File: config.mk
export PLATFORM = sky130hd
export DESIGN_NAME = cht_mod
export DESIGN_NICKNAME = d
export VERILOG_FILES = /design/src/sv/cht_pkg.sv /design/src/sv/cht_mod.sv
export SDC_FILE = /design/constraint.sdc
export NUM_CORES = 1
export LEC_CHECK = 0
export BUFFER_PORTS_ARGS = -buffer_cell sky130_fd_sc_hd__buf_4
export CORE_AREA = 2 2 39 41
export CTS_BUF_LIST = sky130_fd_sc_hd__clkbuf_4 sky130_fd_sc_hd__clkbuf_8
export DETAILED_ROUTE_END_ITERATION = 16
export DIE_AREA = 0 0 41 43
export PLACE_DENSITY = 0.7
export SYNTH_ARGS = -nofsm -noshare
export SYNTH_HDL_FRONTEND = slang
export SYNTH_SLANG_ARGS = --single-unit
export TNS_END_PERCENT = 30
File: constraint.sdc
create_clock -name clock -period 0.8 [get_ports clock]
set_input_delay 0.16 -clock clock [delete_from_list [all_inputs] [get_ports clock]]
set_output_delay 0.16 -clock clock [all_outputs]
set_load 0.01 [all_outputs]
File: src/sv/cht_pkg.sv
`timescale 1ns / 1ps

package cht_pkg;

   localparam int SLOTS_DEF     = 1024;
   localparam int MAX_KICKS_DEF = 64;

   localparam int KEY_W  = 31;
   localparam int SKEY_W = 32;
   localparam int VAL_W  = 32;
   localparam int CNT_W  = 11;
   localparam int PROD_W = 35;
   localparam int MUL2   = 11;

   localparam logic [SKEY_W-1:0] KEY_EMPTY   = '0;
   localparam logic [SKEY_W-1:0] KEY_DELETED = '1;

   localparam logic [1:0] KIND_GET = 2'd0;
   localparam logic [1:0] KIND_PUT = 2'd1;
   localparam logic [1:0] KIND_DEL = 2'd2;

   localparam logic [1:0] ST_OK   = 2'd0;
   localparam logic [1:0] ST_MISS = 2'd1;
   localparam logic [1:0] ST_FAIL = 2'd2;

   typedef struct packed {
      logic [1:0]              kind;
      logic [KEY_W-1:0]        key;
      logic signed [VAL_W-1:0] item_value;
   } req_type;

   typedef struct packed {
      logic [1:0]              status;
      logic signed [VAL_W-1:0] found_value;
      logic [CNT_W-1:0]        entry_count;
      logic [KEY_W-1:0]        homeless_key;
      logic signed [VAL_W-1:0] homeless_value;
   } rsp_type;

   typedef enum logic [3:0] {
      S_CLEAR,
      S_IDLE,
      S_HASH_A,
      S_HASH_B,
      S_RD_A,
      S_RD_B,
      S_LATCH,
      S_FIND,
      S_PLACE,
      S_DONE
   } state_type;

endpackage

File: src/sv/cht_mod.sv
`timescale 1ns / 1ps

module cht_mod
   import cht_pkg::*;
#(
   parameter int SLOTS = SLOTS_DEF
) (
   input  logic                     clock,
   input  logic                     reset,
   input  logic                     start,
   input  logic [PROD_W-1:0]        operand,
   output logic                     done,
   output logic [$clog2(SLOTS)-1:0] result
);

   localparam int AW = $clog2(SLOTS);

   logic [AW-1:0] rem_ff, rem_in;
   logic          done_ff, done_in;

   // SLOTS is a power of two, so the remainder is the low address bits
   always_comb begin
      rem_in  = rem_ff;
      done_in = 1'b0;
      if (start) begin
         rem_in  = AW'(operand);
         done_in = 1'b1;
      end
   end

   always_ff @(posedge clock) begin
      if (reset) begin
         done_ff <= 1'b0;
      end else begin
         done_ff <= done_in;
      end
   end

   always_ff @(posedge clock) begin
      rem_ff <= rem_in;
   end

   assign done   = done_ff;
   assign result = rem_ff;

endmodule

==> flow_summary.toml, run 1 <==
[outcome]
status = "finished, violations left"
violations = "negative setup slack"

[clocking]
cts_made_buffers = 3
clk_path_buf_depth = 2
cts_setup_buffers = 0
clk_pin_slew_ns = 0.07
clock-sinks = 11
cts_max_level = 1
cts_root_buf = "clkbuf_4"
cts_tree = "built"

[final_layout]
fin_util_pct = 43.3
fin_cells = 55
drive_gt1_share_pct = 74.4
diodes = 0
areaGrowthSynthToFinish_pct = 79.4
layout.nets = 78
fin_area_um2 = 599

[sta]
period_minus_slack_ns = 0.937
finalSetupViolCount = 11
hold_viol_final = 0
finalCritPeriodShare_pct = 117
tns_ns = -1.32
slew_viol_final = 0
whs_ns = 0.0556
worst-slew-pin-transition_ns = 0.135
rsz0062_at_grt = "yes"
max_freq_mhz = 1070
relSlewSlack_pct = 91.0
setup_ws_ns = -0.137

[placement]
placed_cells = 51
dp_slack_ns = 0.133
place_area_um2 = 527
routabilityCongestion = 0.568
portBuffers = 23

[synthesis]
ys_seq_area_share_pct = 95.9
synth_edf_count = 10
synth.most_common_cell = "edfxtp_1"
syn_area_per_cell_um2 = 27.8
synth_cell_types = 3
yosys_warnings = 0
synth_common_cells = "10 x edfxtp_1, 1 x dfxtp_1, 1 x nor2b_4"
synth_area_leaders = "edfxtp_1 90%, dfxtp_1 6.0%, nor2b_4 4.1%"
synth_area_um2 = 334
synth-main-ff-cell = "edfxtp_1"
ys_ff_latch = 11
synth_cells = 12
synth.top_cell.area_share_pct = 89.9
synth_top_area_cell = "edfxtp_1"
async_flop_share_pct = 0
syn-num-nets = 50

[global_routing]
grt_max_degree = 12
track_usage_pct = 8.29
overflow = 0
antenna_found_initial = 0
grt_pass1_wl_um = 910
grt_pass1_vias = 241

[pwr]
power_density_nw_per_um2 = 2090
total_leakage_power_nw = 0.256
p_total_mw = 1.26
ir_worst_vdd_mv = 0.836

[route]
wl_met2_um = 300
drt_iter0_drc = 4
routed.top_layer = "met3"
vias = 212
drt.antenna.violating_nets = 0
first_pass_iters = 2
drc = 0
wl_met3_um = 133
via_per_inst = 3.85
met1_length_um = 206
wl_per_cell_um = 11.6
routed_wirelength_um = 640

[worst_setup_path]
cp_top_family = "flip-flops"
slowest_delay_ns = 0.39
end_kind = "output port"
crit_chain = "buf_6"
cp_max_fo = 1
worst_ep_arrival_time_ns = 0.78
crit_type = "register to output port"
cp-start-kind = "register"
crit_path_top_delay_cell = "edfxtp_1"
cp.required_ns = 0.64
worst-path-buf-inv = 1

[floorplanning]
ioPinCount = 49
std_cell_rows = 14
dieArea_um2 = 1760
core_um2 = 1380
die_h_um = 43
die_x_um = 41
initial_utilization_pct = 24.1

[worst_hold_path]
hold_class = "input pin to register"

[run]
cap_viol_max_count = 0
## registers in the layout, indices dropped and copies added (netlist names)
name,count
result,10
done,1
## routing by layer
layer | global-route usage [%] | vias up
met2 | 13.4 | 22
met1 | 6.51 | 90
met3 | 5.24 | 0
met5 | 0 | -
met4 | 6.00 | 0
li1 | - | 100
## placed cells by master (no fill, tap or decap), drive strengths merged
cell type | synthesis | layout
buf | 0 | 23
edfxtp | 10 | 10
clkbuf | 0 | 4
nor2b | 1 | 1
dfxtp | 1 | 1
## repair_timing
| action | 4_1_cts | 5_1_grt |
|---|---|---|
| hold endpoints to repair | 0 | 0 |
| pin swaps | 0 | 0 |
| endpoints found under the setup margin | 11 | 11 |
| hold buffers | 0 | 0 |
| resized for setup | 7 | 5 |
## final timing paths
kind	from	slack (ns)	end	depth (start not counted)
setup / recovery	result[4]$_DFFE_PP_	-0.14	result[4]	1
hold / removal	reset	0.06	done$_SDFF_PP0_	2
## report_power, final
| group | switching, mW | internal [mW] | total, mW |
|---|---|---|---|
| combinational | 0.0558 | 0.114 | 0.170 |
| sequential | 0.0187 | 0.676 | 0.695 |
| clock | 0.164 | 0.226 | 0.390 |
## area by class of cell
type,instances,area (um^2)
fill,136,785
sequential,11,322
timing repair buffer,23,214
clock buffer,4,30.0
tap,16,20.0
multi-input combinational,1,13.8
## cells by family after synthesis
family	Yosys count	share of synthesized area, %
flops	11	95.9
simple gates	1	4.12
Power figures use the tool's default switching activity.
==> run 2: changes to the inputs <==
Settings changed: GPL_TIMING_DRIVEN set to 0, SLEW_MARGIN set to 20.
Clock period 0.8 ns to 0.9 ns, I/O delays scaled along.
==> run 2 against run 1 <==
Compared with the run above: the run still ends with negative setup slack left; utilization down 0.36 points; wire length down 0.31%; final cell count unchanged; worst setup slack better by 0.080 ns; flip-flop and latch count unchanged; combinational power down 12%; sequential share of layout area up 0.24 points; worst hold slack better by 0.027 ns; sequential power down 11%; largest power group unchanged.
==> flow_summary.toml, run 2 (synthesis results as in run 1) <==
[outcome]
status = "finished, violations left"
violations = "negative setup slack"

[global_routing]
overflow = 0
grt_pass1_wl_um = 910
grt_pass1_vias = 241
track_usage_pct = 8.29
grt_max_degree = 12
antenna_found_initial = 0

[pwr]
total_leakage_power_nw = 0.255
ir_worst_vdd_mv = 0.743
power_density_nw_per_um2 = 1870
p_total_mw = 1.11

[floorplanning]
initial_utilization_pct = 24.1
ioPinCount = 49
std_cell_rows = 14
die_x_um = 41
core_um2 = 1380
die_h_um = 43
dieArea_um2 = 1760

[route]
drc = 0
first_pass_iters = 2
via_per_inst = 3.85
vias = 212
wl_per_cell_um = 11.6
routed_wirelength_um = 638
drt.antenna.violating_nets = 0
drt_iter0_drc = 4

[clocking]
clk_pin_slew_ns = 0.07
cts_made_buffers = 3
clock-sinks = 11
hold_buffers = 0
cts_resized = 6
cts_tree = "built"
clk_path_buf_depth = 2
cts_max_level = 1
cts_setup_buffers = 0
cts_root_buf = "clkbuf_4"

[placement]
place_area_um2 = 527
dp_slack_ns = 0.213
portBuffers = 23
placed_cells = 51
routabilityCongestion = 0.568

[worst_setup_path]
crit_type = "register to output port"
cp_top_family = "flip-flops"
end_kind = "output port"
path_depth = 1
cp-start-kind = "register"
cp-startpoint = "result[4]$_DFFE_PP_"
worst_ep_arrival_time_ns = 0.78
cp-endpoint = "result[4]"
slowest_delay_ns = 0.39
cp.required_ns = 0.72
crit_path_top_delay_cell = "edfxtp_1"
worst-path-buf-inv = 1
crit_chain = "buf_6"
cp_max_fo = 1

[sta]
period_minus_slack_ns = 0.957
whs_ns = 0.0826
relSlewSlack_pct = 91.0
slew_viol_final = 0
finalSetupViolCount = 10
setup_ws_ns = -0.0573
max_freq_mhz = 1040
hold_viol_final = 0
rsz0062_at_grt = "yes"
finalCritPeriodShare_pct = 106
worst-slew-pin-transition_ns = 0.135

[final_layout]
diodes = 0
layout_commonest_cell = "buf_4"
final_cell_mix = "13 x buf_4, 10 x buf_6, 10 x edfxtp_1, 4 x clkbuf_4"
fin_cells = 55
fin_area_um2 = 594
areaGrowthSynthToFinish_pct = 77.9
largest_reg_flops = 10
layout.nets = 78
drive_gt1_share_pct = 71.8

[worst_hold_path]
hold_class = "input pin to register"

[run]
cap_viol_max_count = 0
==> run 2: per-stage QoR <==
stage / utilization [%] / setup TNS [ns]
2_1_floorplan: - / 0
3_3_place_gp: 38.1 / 0
6_report: 42.9 / -0.478
5_1_grt: 42.9 / -0.795
4_1_cts: 41.9 / -0.586
3_5_place_dp: 38.1 / 0
==> run 2: worst min-delay path by stage <==
stage	start	endpoint	slack, ns	depth (start not counted)
2_1_floorplan	reset	done$_SDFF_PP0_	0.24	1
3_3_place_gp	reset	done$_SDFF_PP0_	0.35	2
3_5_place_dp	reset	done$_SDFF_PP0_	0.35	2
4_1_cts	reset	done$_SDFF_PP0_	0.07	2
5_1_grt	reset	done$_SDFF_PP0_	0.07	2
6_report	reset	done$_SDFF_PP0_	0.08	2
==> run 2: cell type report <==
cell class | count | area [um^2]
Tap cell | 16 | 20.0
Fill cell | 139 | 790
Clock buffer | 4 | 30.0
Multi-Input combinational cell | 1 | 13.8
Sequential cell | 11 | 320
Timing Repair Buffer | 23 | 210
==> run 2: per-layer routing <==
metal	GRT usage (%)	share of wire, %	vias up
met1	6.51	32	90
met5	0	0	-
met3	5.24	21	0
met4	6.00	0	0
li1	-	-	100
met2	13.4	47	22
==> run 2: report_power, final <==
group / leakage [nW] / internal [mW] / switching (mW) / total (mW)
logic: 0.131 / 0.100 / 0.0495 / 0.150
clock network: 0.0184 / 0.201 / 0.146 / 0.347
registers: 0.106 / 0.601 / 0.0162 / 0.617
